===== config.mk =====
export PLATFORM = sky130hd
export DESIGN_NAME = eyfz_rot
export DESIGN_NICKNAME = d
export VERILOG_FILES = /design/src/hdl/eyfz_pkg.sv /design/src/hdl/eyfz_rot.sv
export SDC_FILE = /design/constraint.sdc
export NUM_CORES = 2
export LEC_CHECK = 0
export BUFFER_PORTS_ARGS = -buffer_cell sky130_fd_sc_hd__buf_2
export CAP_MARGIN = 20
export CORE_AREA = 3 3 418 317
export DETAILED_ROUTE_END_ITERATION = 7
export DIE_AREA = 0 0 421 320
export PLACE_DENSITY = 0.79
export SKIP_LAST_GASP = 1
export SLEW_MARGIN = 15
export SYNTH_ARGS = -nofsm -noshare
export SYNTH_HDL_FRONTEND = slang
export SYNTH_SLANG_ARGS = --single-unit

===== constraint.sdc =====
create_clock -name i_clk -period 6.2 [get_ports i_clk]
set_input_delay 0.93 -clock i_clk [delete_from_list [all_inputs] [get_ports i_clk]]
set_output_delay 0.93 -clock i_clk [all_outputs]
set_load 0.03 [all_outputs]

===== src/hdl/eyfz_pkg.sv =====
// Shared constants, word types and arithmetic helpers for the Euler frame converter.
package eyfz_pkg;

    localparam int ANGLE_BITS   = 16;
    localparam int CORDIC_STEPS = 16;
    localparam int TAB_LEN      = 24;
    localparam int ROT_W        = 20;
    localparam int VEC_W        = 22;
    localparam int Z_W          = 34;
    localparam int MUL_W        = 24;
    localparam int GAIN_Q16     = 39797;

    typedef struct packed {
        logic signed [ANGLE_BITS-1:0] in_yaw;
        logic signed [ANGLE_BITS-1:0] in_pitch;
        logic signed [ANGLE_BITS-1:0] in_roll;
    } t_in_word;

    typedef struct packed {
        logic signed [ANGLE_BITS-1:0] out_yaw;
        logic signed [ANGLE_BITS-1:0] out_pitch;
        logic signed [ANGLE_BITS-1:0] out_roll;
    } t_out_word;

    function automatic logic [31:0] atan_entry(input int idx);
        logic [31:0] v;
        unique case (idx)
            0:  v = 32'h20000000;
            1:  v = 32'h12E4051E;
            2:  v = 32'h09FB385B;
            3:  v = 32'h051111D4;
            4:  v = 32'h028B0D43;
            5:  v = 32'h0145D7E1;
            6:  v = 32'h00A2F61E;
            7:  v = 32'h00517C55;
            8:  v = 32'h0028BE53;
            9:  v = 32'h00145F2F;
            10: v = 32'h000A2F98;
            11: v = 32'h000517CC;
            12: v = 32'h00028BE6;
            13: v = 32'h000145F3;
            14: v = 32'h0000A2FA;
            15: v = 32'h0000517D;
            16: v = 32'h000028BE;
            17: v = 32'h0000145F;
            18: v = 32'h00000A30;
            19: v = 32'h00000518;
            20: v = 32'h0000028C;
            21: v = 32'h00000146;
            22: v = 32'h000000A3;
            23: v = 32'h00000051;
            default: v = 32'h00000000;
        endcase
        return v;
    endfunction

    // Signed Q7.16 product with rounding; the shift floors.
    function automatic logic signed [MUL_W-1:0] qmul(input logic signed [MUL_W-1:0] a,
                                                      input logic signed [MUL_W-1:0] b);
        logic signed [2*MUL_W-1:0] p;
        p = (2*MUL_W)'(a) * (2*MUL_W)'(b) + (2*MUL_W)'(32768);
        return p[MUL_W+15:16];
    endfunction

endpackage


===== src/hdl/eyfz_rot.sv =====
// Pipelined rotation CORDIC that gives the cosine and sine of one binary angle.
module eyfz_rot #(
    parameter int STEPS = eyfz_pkg::CORDIC_STEPS
) (
    input  logic                                    i_clk,
    input  logic                                    i_rst_n,
    input  logic                                    i_en,
    input  logic                                    i_valid,
    input  logic signed [eyfz_pkg::ANGLE_BITS-1:0]  i_ang,
    output logic                                    o_valid,
    output logic signed [eyfz_pkg::ROT_W-1:0]       o_cos,
    output logic signed [eyfz_pkg::ROT_W-1:0]       o_sin
);
    localparam int AB = eyfz_pkg::ANGLE_BITS;
    localparam int RW = eyfz_pkg::ROT_W;
    localparam int ZW = eyfz_pkg::Z_W;

    logic signed [RW-1:0] r_x [0:STEPS];
    logic signed [RW-1:0] r_y [0:STEPS];
    logic signed [ZW-1:0] r_z [0:STEPS];
    logic                 r_neg [0:STEPS];
    logic [STEPS:0]       r_v;

    logic [31:0] w_ph;
    logic [31:0] w_turn;
    logic        w_neg;
    logic [31:0] w_ph2;

    assign w_ph   = {i_ang, {(32-AB){1'b0}}};
    assign w_turn = w_ph + 32'h4000_0000;
    assign w_neg  = w_turn[31];
    assign w_ph2  = w_neg ? (w_ph + 32'h8000_0000) : w_ph;

    always_ff @(posedge i_clk) begin
        if (!i_rst_n) begin
            r_v <= '0;
        end else if (i_en) begin
            r_v <= {r_v[STEPS-1:0], i_valid};
        end
    end

    always_ff @(posedge i_clk) begin
        if (i_en) begin
            r_x[0]   <= RW'(eyfz_pkg::GAIN_Q16);
            r_y[0]   <= '0;
            r_z[0]   <= ZW'(signed'(w_ph2));
            r_neg[0] <= w_neg;
        end
    end

    for (genvar k = 0; k < STEPS; k++) begin : g_stage
        logic signed [ZW-1:0] w_at;
        assign w_at = signed'({{(ZW-32){1'b0}}, eyfz_pkg::atan_entry(k)});
        always_ff @(posedge i_clk) begin
            if (i_en) begin
                if (r_z[k] >= 0) begin
                    r_x[k+1] <= r_x[k] - (r_y[k] >>> k);
                    r_y[k+1] <= r_y[k] + (r_x[k] >>> k);
                    r_z[k+1] <= r_z[k] - w_at;
                end else begin
                    r_x[k+1] <= r_x[k] + (r_y[k] >>> k);
                    r_y[k+1] <= r_y[k] - (r_x[k] >>> k);
                    r_z[k+1] <= r_z[k] + w_at;
                end
                r_neg[k+1] <= r_neg[k];
            end
        end
    end

    assign o_valid = r_v[STEPS];
    assign o_cos   = r_neg[STEPS] ? -r_x[STEPS] : r_x[STEPS];
    assign o_sin   = r_neg[STEPS] ? -r_y[STEPS] : r_y[STEPS];

endmodule


# Word level (Yosys, flattened, before mapping)
# Memory sizes are Yosys's and may differ from the RTL's.
# Cells that the tools add are included.
[totals]
reg_bits = 17
ram_bits = 1275
input_bits = 20
out_inout_bits = 41
elab_cells = 317
mem_count = 4
[op_classes]
n_addsub = 99
order_cmp = 16
mux = 149
bitwise_logic = 48
[mem_list]
columns = ["memory", "depth", "width", "read_ports", "rd_ports_with_merged_regs", "wr", "line_no", "rtl"]
rows = [
  ["r_z", 17, 34, 16, 0, 17, "eyfz_rot.sv:20", "logic signed [ZW-1:0] r_z [0:STEPS];"],
  ["r_x", 17, 20, 17, 0, 17, "eyfz_rot.sv:18", "logic signed [RW-1:0] r_x [0:STEPS];"],
  ["r_y", 17, 20, 17, 0, 17, "eyfz_rot.sv:19", "logic signed [RW-1:0] r_y [0:STEPS];"],
  ["r_neg", 17, 1, 17, 0, 17, "eyfz_rot.sv:21", "logic r_neg [0:STEPS];"],
]
[ops]
columns = ["cell", "count"]
rows = [
  ["20-bit 2-to-1 mux", 34],
  ["34-bit by 1-bit greater-or-equal comparator with 1-bit output, second input constant", 16],
  ["34-bit 2-to-1 mux", 16],
  ["1-bit 2-to-1 mux", 98],
  ["1-bit OR", 48],
  ["20-bit by 10-bit adder with 20-bit output", 2],
  ["20-bit by 11-bit adder with 20-bit output", 2],
  ["20-bit by 12-bit adder with 20-bit output", 2],
  ["20-bit by 13-bit adder with 20-bit output", 2],
  ["20-bit by 14-bit adder with 20-bit output", 2],
  ["20-bit by 15-bit adder with 20-bit output", 2],
  ["20-bit by 16-bit adder with 20-bit output", 2],
  ["20-bit by 17-bit adder with 20-bit output", 2],
  ["20-bit by 18-bit adder with 20-bit output", 2],
  ["20-bit by 19-bit adder with 20-bit output", 2],
  ["20-bit by 5-bit adder with 20-bit output", 2],
  ["20-bit by 6-bit adder with 20-bit output", 2],
  ["20-bit by 7-bit adder with 20-bit output", 2],
  ["20-bit by 8-bit adder with 20-bit output", 2],
  ["20-bit by 9-bit adder with 20-bit output", 2],
  ["20-bit negator", 2],
  ["20-bit by 10-bit subtractor with 20-bit output", 2],
  ["20-bit by 11-bit subtractor with 20-bit output", 2],
  ["20-bit by 12-bit subtractor with 20-bit output", 2],
  ["49 further kinds", 62],
]

# Longest topological paths before layout
# An unclocked memory read counts as a cell.
[depth]
word_depth = 6
depth_mapped = 20
mapped_depth_nobuf = 18

# Least setup slack after synthesis
# Ideal clock, no wire load.
[synth_path]
kind = "input -> register"
start = "input i_en"
end = "memory r_z[2][33] (netlist bit), data pin"
setup_time_ns = 0.258
t_arrival_ns = 5.326
required_ns = 5.942
setup_slack_ns = 0.616
stages = 16
n_path_buf = 4
cell_sequence = "buf_4 -> buf_2 -> clkbuf_1 -> nand2_1 -> clkbuf_1 -> clkinv_1 -> ha_1 -> a21o_1 -> a211oi_2 -> o31ai_1 -> o41a_1 -> a41o_1 -> or4_1 -> a31o_1 -> a21oi_2 -> xnor2_1"
[synth_rtl]
columns = ["element", "line_no", "rtl"]
rows = [
  ["from (decl)", "eyfz_rot.sv:7", "input logic i_en,"],
  ["to (decl)", "eyfz_rot.sv:20", ""],
]

==> results.py <==
metrics = {
    "yosys": {
        "synth-warning-count": 0,
        "async_reset_ff_share_pct": 0,
        "syn_area_per_cell_um2": 9.84,
        "synth-seq-area-share_pct": 38.1,
        "synth-edff-count": 1064,
        "synth_cell_types": 103,
        "ys_ff_latch": 1081,
        "synthCells": 8622,
        "synth_top_flop_cell": "edfxtp_1",
        "syn_area_um2": 84800,
    },
    "grt": {
        "grt_util_all_layers_pct": 31.2,
        "antenna_found_initial": 9,
        "grt_pass1_wl_um": 340000,
        "grt_pass1_vias": 61500,
        "grt_max_degree": 108,
        "gr-total-overflow": 0,
    },
    "timing": {
        "skew_ns": 0.0204,
        "fmax_mhz": 202,
        "rsz0062_at_grt": "false",
        "layout_min_cycle_time_ns": 4.95,
        "setup_violations": 0,
        "hold_ws_ns": 0.371,
        "finalMaxSlewViolations": 0,
        "finalCritPeriodShare_pct": 79.8,
        "setup-tns-final_ns": 0,
        "final_hold_viol_count": 0,
        "worst_slew_pin_slew_ns": 1.08,
        "slew_headroom_pct": 26.4,
    },
    "floorplan": {
        "fp.dieW_um": 421,
        "start_util_pct": 66.0,
        "core_um2": 129000,
        "rows": 114,
        "io_pins": 61,
        "die_h_um": 320,
        "die_area_um2": 135000,
    },
    "worst_setup_path": {
        "reg2reg_depth": 15,
        "crit_path_top_delay_cell": "a2111oi_0",
        "crit_type": "flip-flop to flip-flop",
        "worstPathRequired_ns": 6.74,
        "arrival_ns": 5.49,
        "max_stage_delay_ns": 0.88,
        "endpoint": "r_y[11][19]",
        "rrSetupSlack_ns": 1.25,
        "r2r-end": "r_y[11][19]",
        "start_kind": "flip-flop",
        "startpoint": "r_z[10][33]",
        "r2r-start": "r_z[10][33]",
        "crit_chain": "and2_4 -> inv_2 -> mux2i_1 -> ha_1 -> nor2b_1 -> o21ai_0 -> a21boi_1 -> o21ai_0 -> a21oi_1 -> a2111oi_0 -> buf_4 -> o31a_1 -> nor3_1 -> o211a_1 -> nor3_1",
        "path_max_fanout": 20,
        "end_kind": "flip-flop",
    },
    "run": {
        "maxCapViolations": 0,
    },
    "finish": {
        "fillers": 9661,
        "layout_commonest_cell": "edfxtp_1",
        "final_cell_mix": "edfxtp_1 (1064), ha_1 (956), xnor2_1 (811), a21oi_1 (783), nor2_1 (632)",
        "drive_gt1_share_pct": 4.84,
        "final_nets": 9662,
        "multi_input_area_um2": 50400,
        "fin_area_um2": 90800,
        "area_growth_syn_to_layout_pct": 7.09,
        "post-route-util_pct": 70.7,
        "register_area_um2": 32300,
    },
    "cts": {
        "numCtsBuffers": 110,
        "cts.sinks": 1081,
        "postCtsSetupBuffers": 0,
        "postCtsHoldBufs": 0,
        "clockBufferDepth": 3,
        "cts_resized": 0,
        "root_buffer": "clkbuf_16",
        "clk_pin_slew_worst_paths_ns": 0.06,
        "clock_latency_ns": 0.74,
        "cts_tree": "yes",
        "htreeDepth": 3,
    },
    "place": {
        "gp_congestion": 0.965,
        "placed_area_um2": 87000,
        "io_buffers": 60,
        "place_hpwl_um": 166000,
    },
    "drt": {
        "drc": 0,
        "dr.first_iter.drc_count": 6795,
        "vias": 66700,
        "wl_per_cell_um": 20.6,
        "drtAntennaViolNets": 0,
        "vias_per_cell": 6.36,
        "first_pass_iters": 6,
        "drt-total-wl_um": 216000,
    },
    "hold_path": {
        "min_path_type": "input port to flip-flop",
        "whs_path_depth": 1,
    },
    "outcome": {
        "run_status": "completed",
    },
}
-- per-stage QoR --
step	setup WS, ns	cells
2_1_floorplan	0.616	8623
3_3_place_gp	0.743	10300
3_5_place_dp	0.622	10300
4_1_cts	1.27	10500
5_1_grt	0.928	10500
6_report	1.25	10500
-- synthesized netlist by cell type, types with 18 or more instances --
library cell,number,area [um^2]
xnor2_1,811,7100
nor2_1,632,2370
a21oi_1,783,3920
or4_1,19,143
nand2_1,558,2090
a221oi_1,18,158
or3_1,91,569
a31oi_1,77,482
xor2_1,345,3020
a211o_1,19,166
inv_1,343,1290
buf_1,32,120
nor3_1,235,1180
a211oi_1,84,631
o41ai_1,26,228
ha_1,956,12000
nor2b_1,155,970
o21a_1,95,713
nor4_1,36,225
o21ai_1,18,90.1
o21ai_0,480,2400
fa_1,36,721
mux2i_1,58,581
or2_2,27,169
and3_1,88,551
edfxtp_1,1064,32000
clkbuf_1,156,586
o31ai_1,96,721
o22ai_1,20,125
a21o_1,344,2580
nand2b_1,109,682
nand3_1,191,956
and2_1,37,231
a21boi_0,31,233
nand4_1,49,307
a31o_2,32,280
o21bai_1,94,706
o211ai_1,42,315
-- sequential cells by signal (all words and copies together) (netlist names) --
name,flops
r_x,296
r_neg,17
r_z,451
r_y,300
r_v,17
-- layer usage --
layer	track usage (%)	part of all wire, %
met5	0	0.015
met4	6.13	1.9
met3	5.59	9.2
met2	43.5	40
met1	50.3	49
-- cell families (layout without fill, tap and decap cells) --
| kind of cell | count (synthesis) | in the layout | synth area share, % |
|---|---|---|---|
| flops | 1081 | 1081 | 38.1 |
| compound gates | 2467 | 2467 | 18.7 |
| mux | 65 | 65 | 0.777 |
| simple gates | 2292 | 2292 | 13.0 |
| other cells | 2 | 6 | 0.00885 |
| buf+inv | 560 | 682 | 2.54 |
| xor+xnor | 1156 | 1156 | 11.9 |
| fa+ha+maj | 999 | 999 | 15.0 |
-- how the worst min path moves through the flow --
| stage | from | end | slack, ns |
|---|---|---|---|
| 2_1_floorplan | r_neg[0][9] | r_neg[0][10] | 0.40 |
| 3_3_place_gp | r_neg[0][4] | r_neg[0][5] | 0.40 |
| 3_5_place_dp | r_z[0][19] | r_z[1][19] | 0.40 |
| 4_1_cts | i_ang[6] | r_z[0][22] | 0.31 |
| 5_1_grt | i_ang[6] | r_z[0][22] | 0.32 |
| 6_report | i_ang[6] | r_z[0][22] | 0.37 |
-- cell type report --
cell class | instances | share of cell area [%]
multi-input cells | 6982 | 55.5
flip-flops and latches | 1081 | 35.5
clock buffers | 130 | 3.23
repair buffers | 126 | 0.901
diodes | 3 | 0.00826
inverters | 349 | 1.44
clock inverters | 77 | 1.00
well taps | 1740 | 2.40
-- worst max-delay path: cells and delay by family (launching register included) --
kind / cells / cell delay [ns]
adder cells (fa/ha/maj): 1 / 0.29
multiplexers: 1 / 0.37
AO/OA/AOI/OAI: 7 / 2.14
AND/OR/NAND/NOR: 4 / 0.80
flip-flops: 1 / 0.56
buffers and inverters: 2 / 0.58
Power is left out: the tool's default activity adds up to more than one toggle a clock period on the data nets, which glitch-free logic cannot reach.
