`src/hdl/eyfz_pkg.sv`:
```
// Shared constants, word types and arithmetic helpers for the Euler frame converter.
package eyfz_pkg;

    localparam int ANGLE_BITS   = 16;
    localparam int CORDIC_STEPS = 16;
    localparam int TAB_LEN      = 24;
    localparam int ROT_W        = 20;
    localparam int VEC_W        = 22;
    localparam int Z_W          = 34;
    localparam int MUL_W        = 24;
    localparam int GAIN_Q16     = 39797;

    typedef struct packed {
        logic signed [ANGLE_BITS-1:0] in_yaw;
        logic signed [ANGLE_BITS-1:0] in_pitch;
        logic signed [ANGLE_BITS-1:0] in_roll;
    } t_in_word;

    typedef struct packed {
        logic signed [ANGLE_BITS-1:0] out_yaw;
        logic signed [ANGLE_BITS-1:0] out_pitch;
        logic signed [ANGLE_BITS-1:0] out_roll;
    } t_out_word;

    function automatic logic [31:0] atan_entry(input int idx);
        logic [31:0] v;
        unique case (idx)
            0:  v = 32'h20000000;
            1:  v = 32'h12E4051E;
            2:  v = 32'h09FB385B;
            3:  v = 32'h051111D4;
            4:  v = 32'h028B0D43;
            5:  v = 32'h0145D7E1;
            6:  v = 32'h00A2F61E;
            7:  v = 32'h00517C55;
            8:  v = 32'h0028BE53;
            9:  v = 32'h00145F2F;
            10: v = 32'h000A2F98;
            11: v = 32'h000517CC;
            12: v = 32'h00028BE6;
            13: v = 32'h000145F3;
            14: v = 32'h0000A2FA;
            15: v = 32'h0000517D;
            16: v = 32'h000028BE;
            17: v = 32'h0000145F;
            18: v = 32'h00000A30;
            19: v = 32'h00000518;
            20: v = 32'h0000028C;
            21: v = 32'h00000146;
            22: v = 32'h000000A3;
            23: v = 32'h00000051;
            default: v = 32'h00000000;
        endcase
        return v;
    endfunction

    // Signed Q7.16 product with rounding; the shift floors.
    function automatic logic signed [MUL_W-1:0] qmul(input logic signed [MUL_W-1:0] a,
                                                      input logic signed [MUL_W-1:0] b);
        logic signed [2*MUL_W-1:0] p;
        p = (2*MUL_W)'(a) * (2*MUL_W)'(b) + (2*MUL_W)'(32768);
        return p[MUL_W+15:16];
    endfunction

endpackage

```
`src/hdl/eyfz_vec.sv`:
```
// Pipelined vectoring CORDIC that gives the phase and length of a vector and carries a side word along.
module eyfz_vec #(
    parameter int STEPS  = eyfz_pkg::CORDIC_STEPS,
    parameter int SIDE_W = 32
) (
    input  logic                                i_clk,
    input  logic                                i_rst_n,
    input  logic                                i_en,
    input  logic                                i_valid,
    input  logic signed [eyfz_pkg::VEC_W-1:0]   i_x,
    input  logic signed [eyfz_pkg::VEC_W-1:0]   i_y,
    input  logic [SIDE_W-1:0]                   i_side,
    output logic                                o_valid,
    output logic [31:0]                         o_ang,
    output logic signed [eyfz_pkg::VEC_W-1:0]   o_mag,
    output logic [SIDE_W-1:0]                   o_side
);
    localparam int VW = eyfz_pkg::VEC_W;
    localparam int PW = VW + 18;

    logic signed [VW-1:0] r_x [0:STEPS];
    logic signed [VW-1:0] r_y [0:STEPS];
    logic [31:0]          r_z [0:STEPS];
    logic                 r_zero [0:STEPS];
    logic [SIDE_W-1:0]    r_side [0:STEPS];
    logic [STEPS+1:0]     r_v;
    logic [31:0]          r_ang;
    logic signed [VW-1:0] r_mag;
    logic [SIDE_W-1:0]    r_oside;

    logic                 w_zero;
    logic                 w_flip;
    logic signed [PW-1:0] w_prod;

    assign w_zero = (i_x == '0) && (i_y == '0);
    assign w_flip = i_x < 0;
    assign w_prod = PW'(r_x[STEPS]) * PW'(eyfz_pkg::GAIN_Q16) + PW'(32768);

    always_ff @(posedge i_clk) begin
        if (!i_rst_n) begin
            r_v <= '0;
        end else if (i_en) begin
            r_v <= {r_v[STEPS:0], i_valid};
        end
    end

    always_ff @(posedge i_clk) begin
        if (i_en) begin
            r_x[0]    <= w_flip ? -i_x : i_x;
            r_y[0]    <= w_flip ? -i_y : i_y;
            r_z[0]    <= w_flip ? 32'h8000_0000 : 32'h0;
            r_zero[0] <= w_zero;
            r_side[0] <= i_side;
            r_ang     <= r_zero[STEPS] ? 32'h0 : r_z[STEPS];
            r_mag     <= r_zero[STEPS] ? '0 : w_prod[VW+15:16];
            r_oside   <= r_side[STEPS];
        end
    end

    for (genvar k = 0; k < STEPS; k++) begin : g_stage
        always_ff @(posedge i_clk) begin
            if (i_en) begin
                if (r_y[k] > 0) begin
                    r_x[k+1] <= r_x[k] + (r_y[k] >>> k);
                    r_y[k+1] <= r_y[k] - (r_x[k] >>> k);
                    r_z[k+1] <= r_z[k] + eyfz_pkg::atan_entry(k);
                end else begin
                    r_x[k+1] <= r_x[k] - (r_y[k] >>> k);
                    r_y[k+1] <= r_y[k] + (r_x[k] >>> k);
                    r_z[k+1] <= r_z[k] - eyfz_pkg::atan_entry(k);
                end
                r_zero[k+1] <= r_zero[k];
                r_side[k+1] <= r_side[k];
            end
        end
    end

    assign o_valid = r_v[STEPS+1];
    assign o_ang   = r_ang;
    assign o_mag   = r_mag;
    assign o_side  = r_oside;

endmodule
```
`config.mk`:
```
export PLATFORM = sky130hd
export DESIGN_NAME = eyfz_vec
export DESIGN_NICKNAME = d
export VERILOG_FILES = /design/src/hdl/eyfz_pkg.sv /design/src/hdl/eyfz_vec.sv
export SDC_FILE = /design/constraint.sdc
export NUM_CORES = 2
export LEC_CHECK = 0
export BUFFER_PORTS_ARGS = -buffer_cell sky130_fd_sc_hd__buf_2
export CAP_MARGIN = 20
export CORE_MARGIN = 2
export CORE_UTILIZATION = 38
export DETAILED_ROUTE_END_ITERATION = 10
export PLACE_DENSITY = 0.63
export SLEW_MARGIN = 20
export SYNTH_ARGS = -nofsm -noshare
export SYNTH_HDL_FRONTEND = slang
export SYNTH_SLANG_ARGS = --single-unit
```
`constraint.sdc`:
```
create_clock -name i_clk -period 7.8 [get_ports i_clk]
set_input_delay 0.39 -clock i_clk [delete_from_list [all_inputs] [get_ports i_clk]]
set_output_delay 0.39 -clock i_clk [all_outputs]
set_load 0.01 [all_outputs]
```
Yosys cells after proc, flatten, opt, wreduce, memory -nomap -nowiden
Memories as Yosys holds them, arrays and structs flattened. A register that Yosys moved wholly into a read port is not among the register bits.
Index checks and enable logic that the tools add are counted.
- $add $sub $neg: 98
- multipliers: 1
- order comparisons: 17
- multiplexer cells: 149
- bitwise operators: 48
- reductions and logical operators: 3
- operators by type and width (operator ; count):
    two-way mux 22 bit ; 34
    two-way mux 32 bit ; 17
    > comparator 22 x 1 -> 1 bit (second input constant) ; 16
    two-way mux 1 bit ; 98
    OR 1 bit ; 48
    adder 22 x 10 -> 22 bit ; 2
    adder 22 x 11 -> 22 bit ; 2
    adder 22 x 12 -> 22 bit ; 2
    adder 22 x 13 -> 22 bit ; 2
    adder 22 x 14 -> 22 bit ; 2
    adder 22 x 15 -> 22 bit ; 2
    adder 22 x 16 -> 22 bit ; 2
    adder 22 x 17 -> 22 bit ; 2
    adder 22 x 18 -> 22 bit ; 2
    adder 22 x 19 -> 22 bit ; 2
    adder 22 x 20 -> 22 bit ; 2
    adder 22 x 21 -> 22 bit ; 2
    adder 22 x 7 -> 22 bit ; 2
    adder 22 x 8 -> 22 bit ; 2
    adder 22 x 9 -> 22 bit ; 2
    zero test 22 bit ; 2
    negator 22 bit ; 2
    subtractor 22 x 10 -> 22 bit ; 2
    subtractor 22 x 11 -> 22 bit ; 2
    other kinds (51) ; 65
- register bits: 40
- memory bits (writable): 1853
- input bits: 80
- memories: 5
- memories (name ; words ; bits a word ; rd ports ; clocked after memory_dff ; write ports ; line ; source):
    r_side ; 17 ; 32 ; 17 ; 1 ; 17 ; eyfz_vec.sv:25 ; logic [SIDE_W-1:0] r_side [0:STEPS];
    r_z ; 17 ; 32 ; 17 ; 1 ; 17 ; eyfz_vec.sv:23 ; logic [31:0] r_z [0:STEPS];
    r_x ; 17 ; 22 ; 17 ; 0 ; 17 ; eyfz_vec.sv:21 ; logic signed [VW-1:0] r_x [0:STEPS];
    r_y ; 17 ; 22 ; 16 ; 0 ; 17 ; eyfz_vec.sv:22 ; logic signed [VW-1:0] r_y [0:STEPS];
    r_zero ; 17 ; 1 ; 17 ; 0 ; 17 ; eyfz_vec.sv:24 ; logic r_zero [0:STEPS];

Depth between registers and ports, before layout
- depth after elaboration: 5
- gate-level depth with buffers: 25
- gate-level depth less buffers: 24

Worst setup path before layout
OpenSTA, ideal clock, no wires.
- path kind: flip-flop to flip-flop
- from: memory r_x[16][21] in the netlist's numbering
- to: register r_mag[20] (netlist: o_mag[20]), data pin
- setup time: 0.266 ns
- data arrival time: 6.058 ns
- required time: 7.534 ns
- setup slack: 1.477 ns
- cell stages (with the launch flop): 23
- path buffers: 1
- clock period less this slack: 6.323 ns
- path through: edfxtp_1 > ha_1 > fa_1 > inv_1 > fa_1 > fa_1 > fa_1 > inv_1 > fa_1 > inv_1 > ha_1 > clkbuf_1 > a21o_1 > a21o_1 > a21o_1 > a21o_1 > a21o_1 > a31o_2 > a311o_1 > a41o_1 > a21oi_1 > xor2_1 > nor2_1
- RTL lines (item ; line ; source):
    start: declaration ; eyfz_vec.sv:21 ;
    end signal: assignment ; eyfz_vec.sv:55 ; r_mag <= r_zero[STEPS] ? '0 : w_prod[VW+15:16];
    end: declaration ; eyfz_vec.sv:28 ; logic signed [VW-1:0] r_mag;

==> impl_results.md <==
- Status: finished, final reports clean
- Skew-Pair Late Insertion Delay: 0.88 ns
- Cell taking the most area after synthesis: edfxtp_1
- R2R Path End: o_mag[20]$_SDFFCE_PP0P_
- Main area contributors after synthesis: edfxtp_1 45%, ha_1 13%, xnor2_1 6.8%, a21oi_1 3.6%, fa_1 3.5%
- Vias: 79.5k
- YS warnings: 0
- Post-synth EDFFs: 1,811
- IO Count: 167
- Startpoint Class: flip-flop
- Register area: 54,700 um2
- WP data required: 8.32 ns
- Final HPWL DP: 191,000 um
- Gr usage total: 15.1%
- Die Span X: 568 um
- Postcts setup bufs: 0
- Crit share post-route: 85.5%
- Area of the multi-input gates: 62,600 um2
- Placer Congestion: 0.866
- # diodes: 0
- Vias per cell: 5.09
- Max_cap viols: 0
- CP Class: flip-flop to flip-flop
- Clock skew: 0.107 ns
- Post_cts resized: 0
- Post-synthesis async set-or-reset flop share: 0%
- Filler instances: 29.7k
- Sink Count: 1,829
- CTS buffer count: 200
- Final Max Tran Viols: 0
- Hold/Removal Path Class: input pin to flip-flop
- CP endpoint kind: flip-flop
- RR Startpoint: r_x[16][8]$_DFFE_PP_
- GRT overflow: 0
- Total negative slack: 0 ns
- Number of port buffers: 165
- CP Launch Point: r_x[16][8]$_DFFE_PP_
- Nets: 12.9k
- Cells after Synth: 10.9k
- Layout cells sized above 1: 5.42%
- Yosys cell types: 96
- Starting density of the core: 38.3%
- Wire per inst: 16.0 um
- DR iter-0 viols: 4,739
- RSZ-0062 raised after global routing: false
- WP data arrival: 7.19 ns
- Vias in the first global route: 76.8k
- CP Capture Point: o_mag[20]$_SDFFCE_PP0P_
- Largest net degree at the start of global routing: 199
- CTS tree: built
- R2R setup slack: 1.13 ns
- FF+latch count, synth: 1,829
- Post-DRT Antenna Nets: 0
- Post-synth top cells: 1,811 x edfxtp_1, 1,266 x ha_1, 931 x xnor2_1
- Final hold vios: 0
- Max-slew headroom: 27.1%
- Dominant synthesized flop cell: edfxtp_1
- Die height: 568 um
- Fmax achieved: 0.150 GHz
- Share of the synthesized area in the top cell type: 45.1%
- Final setup violation count: 0
- Synth-to-Final Area Change: 11.1%
- Initial antenna violation count: 3
- Crit-path max FO: 6
- Initial DRT Pass Iterations: 5
- Mean area per synthesized cell: 11.1 um2
- Overall die area: 322,000 um2
- R2r worst-path depth: 22
- Top-count cell post-synth: edfxtp_1
- DRC: 0
- Final wirelength: 249,000 um
- Final worst path period need: 6.67 ns
- Worst-path clk slew: 0.06 ns
- H-tree depth: 4
- Tightest Pin Transition: 1.08 ns
- Root Driver: clkbuf_16
- Syn Nets: 12.5k
- Seq/Total Area, Yosys: 45.4%
- Rows: 206
- Clock Tree Buf Depth: 4
- Core area: 315,000 um2
- Mapped cell area: 121,000 um2
- First-pass GRT wire length: 404,000 um
[registers in the layout, indices dropped and copies added (netlist names)]
| register | flops |
|---|---|
| r_x | 374 |
| o_side | 32 |
| o_mag | 22 |
| r_z | 440 |
| r_v | 18 |
| r_side | 544 |
| r_zero | 17 |
| o_ang | 31 |
| r_y | 351 |
[stage by stage]
step           utilization [%]  hold slack, ns  setup WS (ns)  cell area [um2]  instances
6_report                  42.5           0.150           1.13           134000      15608
5_1_grt                   42.5           0.144          0.526           134000      15608
4_1_cts                   42.5          0.0724           1.12           134000      15608
3_5_place_dp              40.2           0.405           1.13           127000      15152
3_3_place_gp              40.2           0.400           1.10           127000      15152
2_1_floorplan                -           0.400           1.48           121000      10919
[cells by family after synthesis]
family                     share of synthesized area [%]
AOI/OAI and AO/OA                                   14.4
buffers and inverters                               2.82
xor gates and xnor gates                            9.93
other                                            0.00311
muxes                                              0.719
adders and majority gates                           16.7
and+or+nand+nor                                     10.1
DFF                                                 45.4
[layout make-up]
class | count | area share, %
clock buffers | 248 | 3.88
inverters | 747 | 2.09
repair buffers | 330 | 1.77
well taps | 4160 | 3.88
multi-input cells | 8188 | 46.7
clock inverters | 106 | 0.874
flip-flops and latches | 1829 | 40.8
[how the worst min path moves through the flow]
| stage | from | endpoint | slack, ns | cells after the start |
|---|---|---|---|---|
| detailed placement | r_side[16][10]$_DFFE_PP_ | o_side[10]$_DFFE_PP_ | 0.40 | 0 |
| global placement | r_side[10][29]$_DFFE_PP_ | r_side[11][29]$_DFFE_PP_ | 0.40 | 0 |
| floorplan | r_side[16][0]$_DFFE_PP_ | o_side[0]$_DFFE_PP_ | 0.40 | 0 |
| finish | i_x[21] | r_z[0][31]$_DFFE_PP_ | 0.15 | 1 |
| global route | i_x[21] | r_z[0][31]$_DFFE_PP_ | 0.14 | 1 |
| CTS | i_x[21] | r_z[0][31]$_DFFE_PP_ | 0.07 | 1 |
[per-layer routing]
layer,vias up,part of all wire (%),track usage (%)
met4,0,2.6,4.02
met1,37164,46,19.9
met2,1156,48,26.4
met5,-,0,0
met3,348,3.2,1.66
li1,40845,-,-
[worst max-delay path, cell delays in order, from the launching register on]
cell	delay [ns]
edfxtp_1	0.52
ha_1	0.39
inv_1	0.07
fa_1	0.51
fa_1	0.54
inv_1	0.06
fa_1	0.46
fa_1	0.55
inv_1	0.06
fa_1	0.53
inv_1	0.04
ha_1	0.32
a21oi_1	0.16
o21ai_0	0.09
a21o_1	0.18
a21o_1	0.18
a221oi_2	0.42
o21ai_1	0.22
a311o_1	0.40
a41o_1	0.28
a21oi_1	0.18
xor2_1	0.18
nor2_1	0.06
[cell usage in the layout, fill, tap and decap left out, drive strengths merged, types with 28 or more instances in the layout]
cell,netlist,routed
clkbuf,133,248
buf,22,228
o21bai,140,140
ha,1266,1266
a21o,373,373
nand2b,138,138
a21oi,867,867
nand4,53,53
o211ai,34,34
fa,214,214
nand2,626,626
or2,28,28
nand3,184,184
nor4,70,70
nor3,251,251
mux2i,71,71
nor2,717,717
a211oi,53,53
clkinv,8,75
dlygate4sd3,0,102
or3,61,61
and3,71,71
o41ai,57,57
inv,739,749
and2,33,33
o21ai,558,558
or4,44,44
xnor2,931,931
a31oi,72,72
a21boi,48,48
o21a,122,122
xor2,437,437
edfxtp,1811,1811
o31ai,113,113
nor2b,197,197
[repair_timing]
action | 4_1_cts | 5_1_grt
endpoints found under the setup margin | 0 | 0
endpoints found under the hold margin | 146 | 0
hold buffers | 102 | 0
Power is not shown: default switching activity piles up to over one toggle a cycle in this logic, so the estimate is an artifact.
